$ cat src/rtl/rrsha_pkg.sv
// Shared types, SHA-256 constants and round functions for the reduced-round hasher.
`default_nettype none
package rrsha_pkg;

	typedef logic [31:0] word_t;
	typedef logic [15:0][31:0] blk_t;
	typedef logic [7:0][31:0] st_t;

	// Control handed from the sequencer to the cell chains.
	typedef struct packed {
		logic load;
		logic step;
	} chain_ctl_t;

	localparam int MinRounds = 4;

	localparam word_t RoundK [64] = '{
		32'h428a2f98, 32'h71374491, 32'hb5c0fbcf, 32'he9b5dba5,
		32'h3956c25b, 32'h59f111f1, 32'h923f82a4, 32'hab1c5ed5,
		32'hd807aa98, 32'h12835b01, 32'h243185be, 32'h550c7dc3,
		32'h72be5d74, 32'h80deb1fe, 32'h9bdc06a7, 32'hc19bf174,
		32'he49b69c1, 32'hefbe4786, 32'h0fc19dc6, 32'h240ca1cc,
		32'h2de92c6f, 32'h4a7484aa, 32'h5cb0a9dc, 32'h76f988da,
		32'h983e5152, 32'ha831c66d, 32'hb00327c8, 32'hbf597fc7,
		32'hc6e00bf3, 32'hd5a79147, 32'h06ca6351, 32'h14292967,
		32'h27b70a85, 32'h2e1b2138, 32'h4d2c6dfc, 32'h53380d13,
		32'h650a7354, 32'h766a0abb, 32'h81c2c92e, 32'h92722c85,
		32'ha2bfe8a1, 32'ha81a664b, 32'hc24b8b70, 32'hc76c51a3,
		32'hd192e819, 32'hd6990624, 32'hf40e3585, 32'h106aa070,
		32'h19a4c116, 32'h1e376c08, 32'h2748774c, 32'h34b0bcb5,
		32'h391c0cb3, 32'h4ed8aa4a, 32'h5b9cca4f, 32'h682e6ff3,
		32'h748f82ee, 32'h78a5636f, 32'h84c87814, 32'h8cc70208,
		32'h90befffa, 32'ha4506ceb, 32'hbef9a3f7, 32'hc67178f2
	};

	localparam st_t InitH = {
		32'h5be0cd19, 32'h1f83d9ab, 32'h9b05688c, 32'h510e527f,
		32'ha54ff53a, 32'h3c6ef372, 32'hbb67ae85, 32'h6a09e667
	};

	localparam word_t PadWord  = 32'h80000000;
	localparam word_t LenBlk1  = 32'h00000280;
	localparam word_t LenBlk2  = 32'h00000100;

	function automatic word_t rotr(input word_t x, input int n);
		logic [63:0] d;
		d = {x, x} >> n;
		return d[31:0];
	endfunction

	function automatic word_t sig0(input word_t x);
		return rotr(x, 7) ^ rotr(x, 18) ^ (x >> 3);
	endfunction

	function automatic word_t sig1(input word_t x);
		return rotr(x, 17) ^ rotr(x, 19) ^ (x >> 10);
	endfunction

	function automatic word_t bsig0(input word_t x);
		return rotr(x, 2) ^ rotr(x, 13) ^ rotr(x, 22);
	endfunction

	function automatic word_t bsig1(input word_t x);
		return rotr(x, 6) ^ rotr(x, 11) ^ rotr(x, 25);
	endfunction

	// Leading zeros of a nonzero word; the highest set bit wins.
	function automatic logic [4:0] clz32(input word_t x);
		logic [4:0] r;
		r = '0;
		for (int b = 0; b < 32; b++) begin
			if (x[b]) begin
				r = 5'(31 - b);
			end
		end
		return r;
	endfunction

endpackage
`default_nettype wire

$ cat src/rtl/rrsha_msg_sched.sv
// Message schedule: a chain of sixteen word cells that shifts one word per round.
`default_nettype none
module rrsha_msg_sched (
	input  wire                     clk,
	input  rrsha_pkg::chain_ctl_t   ctl,
	input  rrsha_pkg::blk_t         blk,
	output rrsha_pkg::word_t        w_cur
);
	import rrsha_pkg::*;

	blk_t  w_q;
	word_t w_new;

	// Next schedule word enters at the tail while the head is consumed.
	assign w_new = sig1(w_q[14]) + w_q[9] + sig0(w_q[1]) + w_q[0];
	assign w_cur = w_q[0];

	always_ff @(posedge clk) begin
		if (ctl.load) begin
			w_q <= blk;
		end else if (ctl.step) begin
			for (int i = 0; i < 15; i++) begin
				w_q[i] <= w_q[i + 1];
			end
			w_q[15] <= w_new;
		end
	end
endmodule
`default_nettype wire

$ cat src/rtl/rrsha_round_core.sv
// Working-variable chain a..h with one compression round per step.
`default_nettype none
module rrsha_round_core (
	input  wire                     clk,
	input  rrsha_pkg::chain_ctl_t   ctl,
	input  rrsha_pkg::st_t          init,
	input  rrsha_pkg::word_t        k,
	input  rrsha_pkg::word_t        w,
	output rrsha_pkg::st_t          v
);
	import rrsha_pkg::*;

	st_t   v_q;
	word_t t1;
	word_t t2;

	// Round terms; v_q[0] is a and v_q[4] is e.
	assign t1 = v_q[7] + bsig1(v_q[4]) + ((v_q[4] & v_q[5]) ^ (~v_q[4] & v_q[6])) + k + w;
	assign t2 = bsig0(v_q[0])
		+ ((v_q[0] & v_q[1]) ^ (v_q[0] & v_q[2]) ^ (v_q[1] & v_q[2]));
	assign v = v_q;

	// Each cell takes its neighbor's word; a and e take the new sums.
	always_ff @(posedge clk) begin
		if (ctl.load) begin
			v_q <= init;
		end else if (ctl.step) begin
			v_q[7] <= v_q[6];
			v_q[6] <= v_q[5];
			v_q[5] <= v_q[4];
			v_q[4] <= v_q[3] + t1;
			v_q[3] <= v_q[2];
			v_q[2] <= v_q[1];
			v_q[1] <= v_q[0];
			v_q[0] <= t1 + t2;
		end
	end
endmodule
`default_nettype wire

$ cat src/rtl/reduced_round_sha256d_nonce_hasher_unit.sv
// Top level: sequencer for the two reduced-round compressions and zero count.
//
// Usage: drive the midstate, tail words and nonce with start high while busy
// is low; that edge accepts the beat. busy stays high until the result is
// shown. The result beat (hash words, leading_zero_count, hit) is on the
// outputs for exactly one cycle with done high; the receiver cannot stall it
// and must take it on that cycle.
// round_count is written with cfg_we/cfg_wdata; the user must write it only
// while the unit is idle, as the block does not enforce this. Values below
// 4 act as 4 and above MAX_ROUNDS act as MAX_ROUNDS. The next beat may be
// accepted on the cycle done is high. A beat passes through the single
// shared round cell chain (one round per cycle for each compression), a
// feed-forward state after each compression and a zero count that walks
// the eight hash words, one hash word per cycle.
// Reset (arst_n low) returns the sequencer to idle, drops done and sets
// round_count to 64.
`default_nettype none
module reduced_round_sha256d_nonce_hasher_unit #(
	parameter int MAX_ROUNDS = 64
) (
	input  wire         clk,
	input  wire         arst_n,
	input  wire         start,
	output logic        busy,
	input  wire         cfg_we,
	input  wire  [6:0]  cfg_wdata,
	input  wire  [63:0] midstate_w01,
	input  wire  [63:0] midstate_w23,
	input  wire  [63:0] midstate_w45,
	input  wire  [63:0] midstate_w67,
	input  wire  [31:0] tail_w0,
	input  wire  [31:0] tail_w1,
	input  wire  [31:0] tail_w2,
	input  wire  [31:0] nonce,
	output logic        done,
	output logic [63:0] hash_w01,
	output logic [63:0] hash_w23,
	output logic [63:0] hash_w45,
	output logic [63:0] hash_w67,
	output logic [8:0]  leading_zero_count,
	output logic        hit
);
	import rrsha_pkg::*;

	typedef enum logic [2:0] {
		ST_IDLE, ST_C1, ST_FF1, ST_C2, ST_FF2, ST_LZ
	} state_t;

	state_t     state_q;
	logic [6:0] round_q;
	logic [6:0] rounds_eff;
	logic [5:0] last_rnd;
	logic [5:0] cnt_q;
	st_t        base_q;
	st_t        hash_q;
	logic [2:0] idx_q;
	logic [8:0] lz_q;
	logic [8:0] lz_nx;
	logic       found_q;
	logic       done_q;
	chain_ctl_t ctl;
	st_t        mid;
	st_t        v;
	st_t        sum;
	st_t        init;
	blk_t       blk;
	blk_t       blk1;
	blk_t       blk2;
	word_t      w;
	word_t      lz_word;

	// Clamp the configured round count.
	always_comb begin
		rounds_eff = round_q;
		if (round_q < 7'(MinRounds)) begin
			rounds_eff = 7'(MinRounds);
		end
		if (round_q > 7'(MAX_ROUNDS)) begin
			rounds_eff = 7'(MAX_ROUNDS);
		end
	end
	assign last_rnd = 6'(rounds_eff - 7'd1);

	assign mid = {midstate_w67[31:0], midstate_w67[63:32], midstate_w45[31:0],
		midstate_w45[63:32], midstate_w23[31:0], midstate_w23[63:32],
		midstate_w01[31:0], midstate_w01[63:32]};

	// Feed-forward of the working variables onto the chaining value.
	always_comb begin
		for (int i = 0; i < 8; i++) begin
			sum[i] = base_q[i] + v[i];
		end
	end

	// Padded blocks for the inner and outer compressions.
	always_comb begin
		blk1     = '0;
		blk1[0]  = tail_w0;
		blk1[1]  = tail_w1;
		blk1[2]  = tail_w2;
		blk1[3]  = {nonce[7:0], nonce[15:8], nonce[23:16], nonce[31:24]};
		blk1[4]  = PadWord;
		blk1[15] = LenBlk1;
		blk2     = '0;
		for (int i = 0; i < 8; i++) begin
			blk2[i] = sum[i];
		end
		blk2[8]  = PadWord;
		blk2[15] = LenBlk2;
	end

	assign busy = (state_q != ST_IDLE);
	assign ctl  = '{load: ((state_q == ST_IDLE) && start) || (state_q == ST_FF1),
		step: (state_q == ST_C1) || (state_q == ST_C2)};
	assign init = (state_q == ST_IDLE) ? mid : InitH;
	assign blk  = (state_q == ST_IDLE) ? blk1 : blk2;

	rrsha_msg_sched u_sched (
		.clk   (clk),
		.ctl   (ctl),
		.blk   (blk),
		.w_cur (w)
	);

	rrsha_round_core u_core (
		.clk  (clk),
		.ctl  (ctl),
		.init (init),
		.k    (RoundK[cnt_q]),
		.w    (w),
		.v    (v)
	);

	// Zero count walks one hash word per cycle from word 0.
	assign lz_word = hash_q[idx_q];
	always_comb begin
		lz_nx = lz_q;
		if (!found_q) begin
			if (lz_word != '0) begin
				lz_nx = lz_q + {4'd0, clz32(lz_word)};
			end else begin
				lz_nx = lz_q + 9'd32;
			end
		end
	end

	// Configuration register.
	always_ff @(posedge clk or negedge arst_n) begin
		if (!arst_n) begin
			round_q <= 7'd64;
		end else if (cfg_we) begin
			round_q <= cfg_wdata;
		end
	end

	// Sequencer with registered result strobe.
	always_ff @(posedge clk or negedge arst_n) begin
		if (!arst_n) begin
			state_q <= ST_IDLE;
			done_q  <= 1'b0;
			cnt_q   <= '0;
			idx_q   <= '0;
			found_q <= 1'b0;
			lz_q    <= '0;
		end else begin
			done_q <= 1'b0;
			case (state_q)
				ST_IDLE: begin
					if (start) begin
						base_q  <= mid;
						cnt_q   <= '0;
						state_q <= ST_C1;
					end
				end
				ST_C1: begin
					cnt_q <= cnt_q + 6'd1;
					if (cnt_q == last_rnd) begin
						state_q <= ST_FF1;
					end
				end
				ST_FF1: begin
					base_q  <= InitH;
					cnt_q   <= '0;
					state_q <= ST_C2;
				end
				ST_C2: begin
					cnt_q <= cnt_q + 6'd1;
					if (cnt_q == last_rnd) begin
						state_q <= ST_FF2;
					end
				end
				ST_FF2: begin
					hash_q  <= sum;
					lz_q    <= '0;
					found_q <= 1'b0;
					idx_q   <= '0;
					state_q <= ST_LZ;
				end
				ST_LZ: begin
					lz_q  <= lz_nx;
					idx_q <= idx_q + 3'd1;
					if (lz_word != '0) begin
						found_q <= 1'b1;
					end
					if (idx_q == 3'd7) begin
						done_q  <= 1'b1;
						state_q <= ST_IDLE;
					end
				end
				default: begin
					state_q <= ST_IDLE;
				end
			endcase
		end
	end

	assign done               = done_q;
	assign hash_w01           = {hash_q[0], hash_q[1]};
	assign hash_w23           = {hash_q[2], hash_q[3]};
	assign hash_w45           = {hash_q[4], hash_q[5]};
	assign hash_w67           = {hash_q[6], hash_q[7]};
	assign leading_zero_count = lz_q;
	assign hit                = (lz_q != '0);

	// A result beat only appears once the sequencer is back in idle.
	a_done_idle: assert property (@(posedge clk) disable iff (!arst_n)
		done |-> !busy) else $error("result shown while busy");

	// An accepted beat starts the inner compression.
	a_start_busy: assert property (@(posedge clk) disable iff (!arst_n)
		(start && !busy) |=> (busy && state_q == ST_C1)) else $error("start not taken");

	// The zero count never passes the hash width.
	a_lz_range: assert property (@(posedge clk) disable iff (!arst_n)
		done |-> (leading_zero_count <= 9'd256)) else $error("zero count out of range");

	// The round counter never runs past the clamped round count.
	a_cnt_range: assert property (@(posedge clk) disable iff (!arst_n)
		(state_q == ST_C1 || state_q == ST_C2) |-> (cnt_q <= last_rnd))
		else $error("round counter overran");

	// done lasts exactly one cycle.
	a_done_pulse: assert property (@(posedge clk) disable iff (!arst_n)
		done |=> !done) else $error("done held");
endmodule
`default_nettype wire

$ cat config.mk
export PLATFORM = sky130hd
export DESIGN_NAME = reduced_round_sha256d_nonce_hasher_unit
export DESIGN_NICKNAME = d
export VERILOG_FILES = /design/src/rtl/rrsha_pkg.sv /design/src/rtl/rrsha_msg_sched.sv /design/src/rtl/rrsha_round_core.sv /design/src/rtl/reduced_round_sha256d_nonce_hasher_unit.sv
export SDC_FILE = /design/constraint.sdc
export NUM_CORES = 2
export LEC_CHECK = 0
export BUFFER_PORTS_ARGS = -buffer_cell sky130_fd_sc_hd__buf_4
export CORE_MARGIN = 4
export CORE_UTILIZATION = 55
export CTS_BUF_LIST = sky130_fd_sc_hd__clkbuf_16
export DETAILED_ROUTE_END_ITERATION = 8
export PLACE_DENSITY = 0.85
export SYNTH_ARGS = -nofsm -noshare
export SYNTH_HDL_FRONTEND = slang
export SYNTH_HIERARCHICAL = 1
export SYNTH_SLANG_ARGS = --single-unit
export TNS_END_PERCENT = 50
$ cat constraint.sdc
create_clock -name clk -period 14.07 [get_ports clk]
set_clock_uncertainty 0.15 [all_clocks]
set_input_delay 2.814 -clock clk [delete_from_list [all_inputs] [get_ports clk]]
set_output_delay 2.814 -clock clk [all_outputs]
set_load 0.02 [all_outputs]
; ---- Yosys cells after proc, flatten, opt, wreduce, memory -nomap -nowiden
; Memories as Yosys holds them, arrays and structs flattened.
; Index checks and enable logic that the tools add are counted.
[op_classes]
add_sub_neg = 23
shift = 0
n_eq_ne = 13
n_lt_le_gt_ge = 4
bitwise = 18
div_mod_pow = 0
reduce_logical = 18
muxes = 63
n_mul = 0
[ops]
columns = operator, n
row1 = two-way mux 256 bit, 4
row2 = two-way mux 512 bit, 2
row3 = adder 32 bit, 18
row4 = one-hot mux 256 bit (2 select lines), 1
row5 = two-way mux 490 bit, 1
row6 = bitwise XOR 32 bit, 9
row7 = two-way mux 5 bit, 34
row8 = AND 32 bit, 5
row9 = binary-select mux 32 bit (select 3 bit), 1
row10 = two-way mux 32 bit, 3
row11 = NOT 32 bit, 1
row12 = nonzero test 32 bit, 1
row13 = bitwise XOR 32 x 22 -> 32 bit, 1
row14 = bitwise XOR 32 x 29 -> 32 bit, 1
row15 = two-way mux 6 bit, 3
row16 = two-way mux 9 bit, 2
row17 = one-hot mux 3 bit (6 select lines), 1
row18 = one-hot mux 6 bit (3 select lines), 1
row19 = one-hot mux 9 bit (2 select lines), 1
row20 = two-way mux 3 bit, 4
row21 = adder 9 x 5 -> 9 bit, 1
row22 = "adder 9 x 6 -> 9 bit, second input constant", 1
row23 = "== test 3 bit, second input constant", 3
row24 = nonzero test 9 bit, 1
row25 = other kinds (25), 39
[word_totals]
reg_bits = 1310
out_inout_bits = 268
n_memories = 1
in_bits = 395
latch_bits = 0
mem_bits_ro = 2048
elab_cells = 187
ram_bits = 0
[memory_table]
columns = name, words, word_bits, rd, rd_clocked_by_memory_dff, write_ports, line_no
row1 = (name not given), 64, 32, 1, 0, 0, reduced_round_sha256d_nonce_hasher_unit.sv:129  ; .k (RoundK[cnt_q]),

; ---- Longest topological paths before layout
[depth]
ltp_word = 40
ltp_mapped = 41
depth_no_buf = 39

; ---- By module
; The synthesis kept the hierarchy.
[modules_own_cells]
columns = mod, cells_each, seq_area_each_um2, n_inst, area_each_um2
row1 = reduced_round_sha256d_nonce_hasher_unit, 4093, 16126.7, 1, 39952.1
row2 = rrsha_msg_sched, 1754, 15374.7, 1, 26116.3
row3 = rrsha_round_core, 1815, 7687.4, 1, 20297.0

; ---- Least setup slack after synthesis
; Ideal clock, no wire load.
[synth_timing]
path_type = input -> register
startpoint = input port start
endpoint = register u_sched.w_q (netlist bit u_sched/w_cur[0]), enable pin
n_path_buf = 3
t_required_ps = 13253
path_slack_ps = 2954
cell_stages = 6
t_arrival_ps = 10300
setup_ps = 667
cell_sequence = nor2_1 -> nor3_1 -> clkbuf_1 -> clkbuf_1 -> buf_1 -> or2_2
[synth_lines]
columns = item, line_no
row1 = "start, declared", reduced_round_sha256d_nonce_hasher_unit.sv:23  ; input wire start,
row2 = "end signal, assigned", rrsha_msg_sched.sv:20  ; w_q <= blk;
row3 = "end signal, assigned by index", rrsha_msg_sched.sv:23  ; w_q[i] <= w_q[i + 1];
row4 = "end, declared", rrsha_msg_sched.sv:11  ; blk_t w_q;

; ---- Worst setup path after layout
[layout_timing]
startpoint = register cnt_q[1]
endpoint = register u_core.v_q (netlist bit u_core/v[31]) (data pin)
[layout_between]
elab_chain_len = 9
[layout_lines]
columns = item, line_no
row1 = "start, declared", reduced_round_sha256d_nonce_hasher_unit.sv:53  ; logic [5:0] cnt_q;
row2 = "start signal, assigned", reduced_round_sha256d_nonce_hasher_unit.sv:176  ; cnt_q <= cnt_q + 6'd1;
row3 = "start signal, assigned", reduced_round_sha256d_nonce_hasher_unit.sv:187  ; cnt_q <= cnt_q + 6'd1;
row4 = NOT 6 -> 7 bit (not written as such), reduced_round_sha256d_nonce_hasher_unit.sv:129
row5 = memory read (64 x 32 bit), -
row6 = two-way mux 32 bit (not written as such) (2 in series), reduced_round_sha256d_nonce_hasher_unit.sv:129
row7 = adder 32 bit (2 in series), rrsha_round_core.sv:18  ; assign t1 = v_q[7] + bsig1(v_q[4]) + ((v_q[4] & v_q[5]) ^ (~v_q[4] & v_q[6])) + k + w;
row8 = adder 32 bit, rrsha_round_core.sv:35  ; v_q[0] <= t1 + t2;
row9 = two-way mux 256 bit, rrsha_round_core.sv:27  ; end else if (ctl.step) begin
row10 = two-way mux 256 bit, rrsha_round_core.sv:25  ; if (ctl.load) begin
row11 = "end signal, assigned", rrsha_round_core.sv:26  ; v_q <= init;
row12 = "end, declared", rrsha_round_core.sv:13  ; st_t v_q;
; No other way between the ends. The select of a mux whose other input is x is not followed.
; A chain may end at the register's enable or synchronous reset.

==> metrics <==
final net count=roughly 9400; Crit Path Max Fanout=15; relative slew slack=-9.53%; RSZ-0062 raised after global routing=false; Ys Warns=6; EDFF count, synth=around 1300; setup bufs post-CTS=0; #FFs+latches synth=approximately 1300; Setup crit start kind=flip-flop; CTS H-Tree Depth=4; layout cells sized above 1=between 20% and 30%; Overall Global Routing Usage=between 40% and 50%; post-synthesis sequential area ratio=approximately 45%; Row Count=between 100 and 150; max cap viols=1; ys async rst share=2.29%; required time of the critical path=14.49 ns; Min-Delay Path Class=flip-flop to flip-flop; CTS tree=yes; initial antenna violation count=44; post-route ant nets=0; Synth Cell Area=86400 um2; Worst EP arrival=around 11 ns; root buf cell=clkbuf_16; area grow syn2layout=14.3%; vias in the first global route=~65000; via count=68800; Slew @ Worst Pin=1.63 ns; Inserted Clock Buffers=150; failing checks=capacitance limit, slew limit; Final HPWL DP=296000 um; final RePlAce weighted congestion=1.06; largest net degree at the start of global routing=188; crit path capture type=flip-flop; Initial Util=55.3%; Vias/cell=approximately 6.5; Max stage delay on crit path=roughly 0.75 ns; CTS Hold Buffers Added=0; commonest register cell after synthesis=edfxtp_1; TNS Setup=0 ns; fill cell total of the finished layout=approximately 12000; Critical Path Most Common Cell=a21oi_1; top-level port count=663; Max clock buf depth=3; final hold violations=0; Slew Limit Fails=3; DRT iter0 DRCs=between 10000 and 15000; clock sink count=around 1300; Achievable Freq=roughly 97 MHz; outcome=complete, but fails checks; part of the cycle the worst path needs=between 70% and 80%; post-route minimum period=roughly 10 ns; die width=between 400 and 500 um; total routed wirelength=approximately 370000 um; # setup viols final=0; area of the die=approximately 160000 um2; DR WL/cell=~35 um; die height=between 400 and 500 um; IO buf count=662; CP Class=flip-flop to flip-flop; Pre-antenna DRT Iters=9; post-cts resize count=0; syn_area_per_cell=11.3 um2; Distinct cells, synth=120; DRC=0; CORE AREA=156000 um2; clk_lat worst skew=0.82 ns; Gate Count Post-Synth=roughly 7700; Slowest-stage cell, CP=ha_1; Clock transition at path regs=0.06 ns; gr ovfl total=0; first-pass GRT wire length=506000 um
[critical path, delay by kind of cell (launching register included)]
family                   cells  cell delay [ns]
adder cells (fa/ha/maj)      7             3.28
multiplexers                 2             0.79
flip-flops                   1             0.34
AO/OA/AOI/OAI               15             3.91
AND/OR/NAND/NOR              3             0.58
XOR/XNOR                     2             0.45
buffers and inverters        3             0.57
[per-layer routing]
metal	track usage, %	vias to the layer above	wire length, um
li1	-	28700	-
met1	58.6	34000	135000
met2	65.5	5207	159000
met3	12.6	950	50400
met4	28.8	14	29800
met5	0	-	88
[state kept, by name, summed over array words and instances (netlist names)]
| signal | cells |
|---|---|
| base_q | 256 |
| cnt_q | 6 |
| done | 1 |
| found_q | 1 |
| hash_w01 | 64 |
| hash_w23 | 64 |
| hash_w45 | 64 |
| hash_w67 | 64 |
| idx_q | 3 |
| leading_zero_count | 9 |
| round_q | 7 |
| state_q | 3 |
| u_core/v | 256 |
| u_sched/w_cur | 32 |
| u_sched/w_q | 480 |
[layout by cell type, fill, tap and decap left out, types with 31 or more instances in the layout]
master,count
o211ai_1,32
nor2b_1,175
o21ai_0,355
clkinv_1,31
a211oi_1,53
and2_1,251
conb_1,252
nand2b_1,192
a31oi_1,46
xor2_1,188
mux2_2,701
or2_2,149
xnor2_1,370
edfxtp_1,1280
inv_1,499
a21oi_1,385
clkbuf_16,150
o21a_1,73
mux2i_1,49
buf_4,728
mux4_2,68
nand2_1,594
and3_1,39
nor2_1,340
ha_1,398
o21bai_1,43
a21o_1,177
nand3_1,94
o31ai_1,37
diode_2,31
fa_1,196
nor3_1,94
[logic make-up (layout without fill, tap and decap cells)]
group,Yosys count,count (layout),synth area share (%)
flip-flops,1310,1310,45.4
buffers and inverters,874,1483,4.03
AND/OR/NAND/NOR,2042,2042,11.9
AO/OA/AOI/OAI,1431,1431,10.6
XOR/XNOR,562,562,5.74
adder cells (fa/ha/maj),615,615,10.6
other,1,283,0.00434
multiplexers,827,827,11.7
[cells in the mapped netlist (37+ instances only)]
master    number  area, um2
ha_1         398       4980
nand2b_1     192       1200
a21oi_1      385       1930
xnor2_1      371       3250
nor2_1       340       1280
fa_1         196       3920
nor3_1        95        475
a31oi_1       46        288
nand3_1       94        470
clkbuf_1     320       1200
a211oi_1      53        398
o31ai_1       37        278
nor2b_1      175       1090
a21o_1       177       1330
and2_1       253       1580
mux2i_1       49        490
mux2_2       701       7890
o21ai_0      356       1780
inv_1        470       1760
xor2_1       188       1650
o21bai_1      43        323
mux4_2        68       1530
nand2_1      594       2230
or2_2        151        945
edfxtp_1    1280      38400
o21a_1        73        548
and3_1        39        244
[cell type report]
| type | count | area [um2] | share of cell area [%] |
|---|---|---|---|
| Timing Repair Buffer | 734 | 5590 | 5.66 |
| Tap cell | 2058 | 2570 | 2.61 |
| Inverter | 473 | 1780 | 1.81 |
| Antenna cell | 31 | 77.6 | 0.0786 |
| Sequential cell | 1310 | 39200 | 39.7 |
| Clock buffer | 150 | 3750 | 3.80 |
| Clock inverter | 126 | 1110 | 1.12 |
| Multi-Input combinational cell | 5729 | 44700 | 45.2 |
[metrics by stage]
stage / std cells / cell area (um2) / hold WS (ns) / setup WS (ns) / utilization, %
floorplan: 7913 / 87300 / 0.359 / 2.95 / -
finish: 10600 / 98800 / 0.383 / 3.75 / 63.2
detailed placement: 10300 / 93800 / 0.382 / 4.05 / 60.1
global route: 10600 / 98700 / 0.400 / 3.23 / 63.2
CTS: 10600 / 98700 / 0.378 / 4.04 / 63.2
global placement: 10300 / 93800 / 0.376 / 4.10 / 60.1
[final timing paths]
check,from,endpoint,slack (ns),cells after the start
worst max-delay path,cnt_q[1],u_core/v[31],3.75,32
worst min-delay path,u_sched/w_q[213],u_sched/w_q[181],0.38,1
worst max register to register,cnt_q[1],u_core/v[31],3.75,32
worst min register to register,u_sched/w_q[213],u_sched/w_q[181],0.38,1
max in group asynchronous,arst_n,idx_q[1],11.60,1
min in group asynchronous,arst_n,leading_zero_count[4],1.79,1
Power is not shown: default switching activity piles up to over one toggle a cycle in this logic, so the estimate is an artifact.
